### src/rtl/core/smf_pkg.sv
`timescale 1ns / 1ps
`default_nettype none
// ----------------------------------------------------------------------------
// smf_pkg: shared types for the sequence mode finder
// Cell state, ring stream and cell operation codes used by the cell chain.
// ----------------------------------------------------------------------------
package smf_pkg;

	localparam int VAL_W   = 32;
	localparam int TALLY_W = 7;

	// operation broadcast to every cell of the chain
	typedef enum logic [2:0] {
		OP_HOLD  = 3'd0,
		OP_LOAD  = 3'd1,
		OP_INIT  = 3'd2,
		OP_COUNT = 3'd3,
		OP_MAX   = 3'd4,
		OP_REAR  = 3'd5,
		OP_DRAIN = 3'd6
	} cell_op_t;

	// state held by one cell
	typedef struct packed {
		logic [VAL_W-1:0]   val;
		logic [TALLY_W-1:0] tally;
		logic               head;
		logic               rear;
		logic [TALLY_W-1:0] mx;
	} cell_t;

	// one element of the rotating compare stream
	typedef struct packed {
		logic [VAL_W-1:0] val;
		logic             vld;
		logic             wrap;
	} stream_t;

endpackage
`default_nettype wire

### src/rtl/core/smf_cell.sv
`timescale 1ns / 1ps
`default_nettype none
// ----------------------------------------------------------------------------
// smf_cell: one cell of the value chain
// Holds one stored value, its tally, head mark and reduction flags, plus one
// slot of the rotating compare stream.
// ----------------------------------------------------------------------------
module smf_cell (
	input  wire logic                 clk,
	input  wire smf_pkg::cell_op_t    op,
	input  wire logic [31:0]          newer_val,
	input  wire smf_pkg::cell_t       older,
	input  wire logic                 older_mode,
	input  wire smf_pkg::stream_t     strm_in,
	input  wire logic                 occupied,
	input  wire logic [6:0]           best,
	output smf_pkg::cell_t            st,
	output smf_pkg::stream_t          strm,
	output logic                      mode
);
	import smf_pkg::*;

	cell_t              st_q;
	stream_t            strm_q;
	logic [TALLY_W-1:0] own_t;
	logic               hit;

	assign own_t = st_q.head ? st_q.tally : '0;
	assign hit   = strm_q.vld && (strm_q.val == st_q.val);
	assign mode  = st_q.head && (st_q.tally == best);
	assign st    = st_q;
	assign strm  = strm_q;

	always_ff @(posedge clk) begin
		unique case (op)
			OP_LOAD: begin
				st_q.val <= newer_val;
			end
			OP_INIT: begin
				strm_q.val  <= st_q.val;
				strm_q.vld  <= occupied;
				strm_q.wrap <= 1'b0;
				st_q.head   <= occupied;
				st_q.tally  <= '0;
				st_q.mx     <= '0;
				st_q.rear   <= 1'b0;
			end
			OP_COUNT: begin
				// advance the ring; a match from a newer entry drops the head mark
				strm_q <= strm_in;
				if (hit && strm_q.wrap) begin
					st_q.head <= 1'b0;
				end else if (hit) begin
					st_q.tally <= st_q.tally + 1'b1;
				end
			end
			OP_MAX: begin
				st_q.mx <= (older.mx > own_t) ? older.mx : own_t;
			end
			OP_REAR: begin
				st_q.rear <= older.rear | older_mode;
			end
			OP_DRAIN: begin
				st_q.val   <= older.val;
				st_q.tally <= older.tally;
				st_q.head  <= older.head;
				st_q.rear  <= older.rear;
			end
			default: begin
				st_q <= st_q;
			end
		endcase
	end

endmodule
`default_nettype wire

### config.mk
export PLATFORM = sky130hd
export DESIGN_NAME = smf_cell
export DESIGN_NICKNAME = d
export VERILOG_FILES = /design/src/rtl/core/smf_pkg.sv /design/src/rtl/core/smf_cell.sv
export SDC_FILE = /design/constraint.sdc
export NUM_CORES = 1
export LEC_CHECK = 0
export BUFFER_PORTS_ARGS = -buffer_cell sky130_fd_sc_hd__buf_2
export CAP_MARGIN = 20
export CORE_MARGIN = 2
export CORE_UTILIZATION = 47
export DETAILED_ROUTE_END_ITERATION = 8
export PLACE_DENSITY = 0.81
export SETUP_SLACK_MARGIN = 0.02
export SKIP_CTS_REPAIR_TIMING = 1
export SLEW_MARGIN = 20
export SYNTH_ARGS = -nofsm -noshare
export SYNTH_HDL_FRONTEND = slang
export SYNTH_SLANG_ARGS = --single-unit
### constraint.sdc
create_clock -name clk -period 3.8 [get_ports clk]
set_input_delay 0.76 -clock clk [delete_from_list [all_inputs] [get_ports clk]]
set_output_delay 0.76 -clock clk [all_outputs]
set_load 0.02 [all_outputs]
---- Word level (Yosys, flattened, before mapping) ----
Cells that the tools add are included.
storage, ports and cells
  input bits .............................. 127
  logic and storage cells ................. 42
  register bits after elaboration ......... 82
  output and inout port bits .............. 83
cells by class
  equality and inequality tests ........... 11
  muxes and demuxes ....................... 10
  $add $sub $neg .......................... 1
  order comparisons ....................... 1
  reduce and logical (&&, ||, !) cells .... 10
  bitwise logic cells ..................... 1
operators by type and width
  kind                                           count
  one-hot mux 34 bit (2 select lines)            1
  one-hot mux 32 bit (2 select lines)            1
  == test 32 bit                                 1
  two-way mux 7 bit                              4
  one-hot mux 8 bit (3 select lines)             1
  one-hot mux 7 bit (2 select lines)             1
  == test 3 bit, second input constant           3
  adder 7 x 1 -> 7 bit, second input constant    1
  == test 7 bit                                  1
  > comparator 7 bit                             1
  == test 3 x 2 -> 1 bit, second input constant  2
  inequality test 2 bit, second input constant   3
  nonzero test 2 bit                             3
  nonzero test 3 bit                             2
  == test 3 x 1 -> 1 bit, second input constant  1
  logical AND 1 bit                              3
  one-hot mux 1 bit (3 select lines)             1
  AND reduction 3 bit                            1
  AND reduction 2 bit                            1
  two-way mux 1 bit                              1
  bitwise OR 1 bit                               1

---- Longest topological paths before layout ----
  word-level depth ........................ 5
  mapped depth ............................ 9
  mapped depth without buffers ............ 8

---- Worst setup path before layout ----
Ideal clock, no wire load.
  kind .................................... input -> register
  from .................................... input port op[2]
  to ...................................... register strm_q (netlist bit strm[13]) (data pin)
  path buffers ............................ 3
  slack ................................... 0.298 ns
  arrival ................................. 3.249 ns
  stages on the path ...................... 7
  library setup time ...................... 0.252 ns
  data required time ...................... 3.548 ns
  cell sequence ........................... buf_2 -> nor2b_1 -> nand2_1 -> buf_2 -> clkbuf_1 -> nand2_1 -> nand2_1
between the ends
  word-level cells in the longest chain between the ends .. 2
  elaborated cells between the ends (all ways) .. 3
  classes of those cells .................. eq/ne (2); mux (1)
ends and longest elaborated chain
  element                                  RTL line        RTL
  start: declaration                       smf_cell.sv:10  input wire smf_pkg::cell_op_t op,
  == test 3 x 2 -> 1 bit                   smf_cell.sv:35  unique case (op)
  one-hot mux 34 bit (2 select lines) (*)  smf_cell.sv:35
  end signal: assignment                   smf_cell.sv:50  strm_q <= strm_in;
  end: declaration                         smf_cell.sv:24  stream_t strm_q;
Every way passes the cells marked *; elsewhere a longest branch is shown, timed or not.
A chain may end at the register's enable or synchronous reset.

---- Worst setup path after layout ----
  from .................................... register st_q (netlist bit st[17])
  to ...................................... register st_q (netlist bit st[10]), enable pin
between the ends
  word-level cells in the longest chain between the ends .. 5
  elaborated cells between the ends (all ways) .. 6
  classes of those cells .................. eq/ne (3); reduce/logical (3)
ends and longest elaborated chain
  element                                   RTL line        RTL
  start: declaration                        smf_cell.sv:23  cell_t st_q;
  start signal: assignment                  smf_cell.sv:70  st_q <= st_q;
  == test 32 bit (*)                        smf_cell.sv:29  assign hit = strm_q.vld && (strm_q.val == st_q.val);
  logical AND 1 bit (*)                     smf_cell.sv:29
  logical AND 1 bit                         smf_cell.sv:51  if (hit && strm_q.wrap) begin
  inequality test 2 bit (no source line)    --
  AND reduction 3 bit (no source line) (*)  --
Marks and branches as above.

==> run summary <==
Hold Path End -> strm[21]
hold depth -> 2
family with the most delay on the worst path -> simple AND/OR/NAND/NOR gates
Final TNS setup -> 0 ps
fillers -> 770
compound-cell area share of the yosys netlist -> 3.05%
ys async rst share -> 0%
worst hold path type -> reg -> reg
CP max stage delay -> 530 ps
Yosys warning total -> 0
Core Area -> 9110 um^2
Post-synth EDFFs -> 82
Num CTS Buffers -> 9
sequential area share after synthesis -> 56.6%
RSZ-0062 raised after global routing -> false
area share of the largest cell type after synthesis -> 56.6%
CTS tree -> yes
Final Hold Fails -> 0
RR Endpoint -> st[10]
worst-path cell chain -> xnor2_1 -> nand4_1 -> nor4_1 -> nand3_1 -> o21bai_1
final setup margin -> 1460 ps
worst-margin pin slew -> 955 ps
Slew Viols, Final -> 0
Main synth FF type -> edfxtp_1
Port Buffers -> 209
Worst-Skew Late Latency -> 350 ps
share of layout cells above drive strength 1 -> 45.9%
# diodes -> 0
Reg clk slew, reported paths -> 90 ps
Net count, final -> 718
H-tree depth -> 3
Initial Util -> 47.7%
grt total ovfl -> 0
Reg area -> 2460 um^2
Slowest-stage cell, CP -> o21bai_1
post-synthesis mux area share -> 10.2%
clock root buffer -> clkbuf_8
die area -> 10000 um^2
WL per Instance -> 16.9 um
FF-to-FF Start -> st[17]
first-pass GRT wire length -> 17800 um
Via density -> 5.20
DRT Wirelength -> 11800 um
top-count cell post-synth -> nand2_1
synthesized cell area -> 4350 um^2
Buffers & Inverters on Critical Path -> 0
DP Wirelength -> 9090 um
min cycle time layout -> 2340 ps
DRC Markers -> 0
CP Data Arrival Time -> 2320 ps
RD Place Congestion -> 0.855
final period utilization -> 61.7%
normalized max-slew margin -> 36.3%
largest family of logic cells by synthesized area -> simple AND/OR/NAND/NOR gates
Synth Area in Simple Gates -> 16.4%
synthesized-area fraction occupied by adder cells -> 2.30%
WS Path Type -> reg -> reg
row cnt -> 35
Setup Viol. Count Final -> 0
CP Capture Type -> register
Critical Path Fanout Max -> 7
Sink Count -> 82
DR iter-0 viols -> 109
number of global-route vias before repair -> 3678
CTS Buffer Depth -> 2
FF+latch count, synth -> 82
Util after Layout -> 62.7%
Worst Path Required -> 3770 ps
Ports -> 210
area occupied by multi-input gates -> 1790 um^2
worst vdd ir -> 214 uV
Pwr Total -> 2.24 mW
status -> finished clean
post-synthesis xor/xnor area fraction -> 9.06%
flop2flop setup slack -> 1460 ps
vias -> 3634
Yosys cell types -> 35
Worst R2R Path Depth -> 5
First-pass DRT Iterations -> 5
Syn Nets -> 511
Layout area overhead -> 31.4%
pin count of the biggest net entering global routing -> 42
post-synthesis area per instance -> 11.6 um^2
Hold Path Origin -> st[35]
Leak -> 2.51 nW
synth top area cells -> edfxtp_1 (57%), nand2_1 (11%), mux2_2 (8.3%), xnor2_1 (7.9%), ha_1 (2.3%)
crit start category -> register
max-cap violations -> 0
Chip Width -> 100 um
post-place setup slack -> 1080 ps
Post-Syn Instances -> 376
synth cell count leaders -> nand2_1 (122), edfxtp_1 (82), xnor2_1 (39)
Yosys top cell by area -> edfxtp_1
Max Fclk -> 426 MHz
die height -> 100 um
clock skew -> 15.9 ps
Overall Global Routing Usage -> 23.2%
number of routed nets with antenna violations -> 0
P per Cell Area -> 393 nW/um^2
initial antenna violation count -> 0
[layer usage]
layer / global-route usage (%) / up-vias / part of all wire [%]
met4: 6.85 / 0 / 1.3
met2: 43.0 / 167 / 53
li1: - / 1719 / -
met1: 26.1 / 1732 / 37
met5: 0 / - / 0
met3: 6.27 / 16 / 8.2
[kinds of logic after synthesis]
logic type,after synthesis
flops,82
mux,40
simple gates,163
fa+ha+maj,8
xor+xnor,45
buf+inv,21
compound gates,17
[layout make-up]
class                           instances  share of cell area (%)
Clock inverter                          6                    1.58
Clock buffer                           10                    2.23
Multi-Input combinational cell        273                    31.3
Sequential cell                        82                    43.1
Tap cell                              111                    2.43
Inverter                                4                   0.263
Timing Repair Buffer                  213                    19.1
[state kept, by name, indices dropped and copies added, names as in the netlist]
name  count
strm     34
st       48
[placed cells by master, fill, tap and decap left out, types with 3 or more instances in the layout]
cell      count
and2_1        3
buf_4         3
ha_1          8
edfxtp_1     82
buf_2       209
xor2_1        6
mux2_2       32
clkbuf_8      9
nand2_1     122
nand3_1       9
mux2i_1       7
nand4_1      10
xnor2_1      39
nor2_1        4
inv_1         4
o21ai_0       7
[through the flow]
stage | area, um^2 | std cells | hold slack, ps
after global placement | 5500 | 683 | 572
after detailed placement | 5500 | 683 | 579
final | 5710 | 699 | 600
after floorplan | 4350 | 376 | 694
after global routing | 5710 | 699 | 612
after CTS | 5710 | 699 | 598
[tightest hold or removal path: stages (launching register included)]
cell and delay [ps]:
edfxtp_1 390, nand2_1 60, nand2_1 60
[worst max path at each step]
stage	from	end	slack, ps	cells after the start
final	st[17]	st[10]	1460	5
after CTS	st[8]	st[2]	1430	8
after floorplan	op[2]	strm[13]	300	7
after global placement	op[1]	st[41]	1160	4
after detailed placement	op[1]	st[37]	1080	4
after global routing	st[18]	st[10]	1220	5
[report_power, final]
group          switching (mW)  internal, mW
clock                   0.329         0.373
sequential             0.0539          1.07
combinational           0.231         0.183
(Power assumes the default switching activity.)
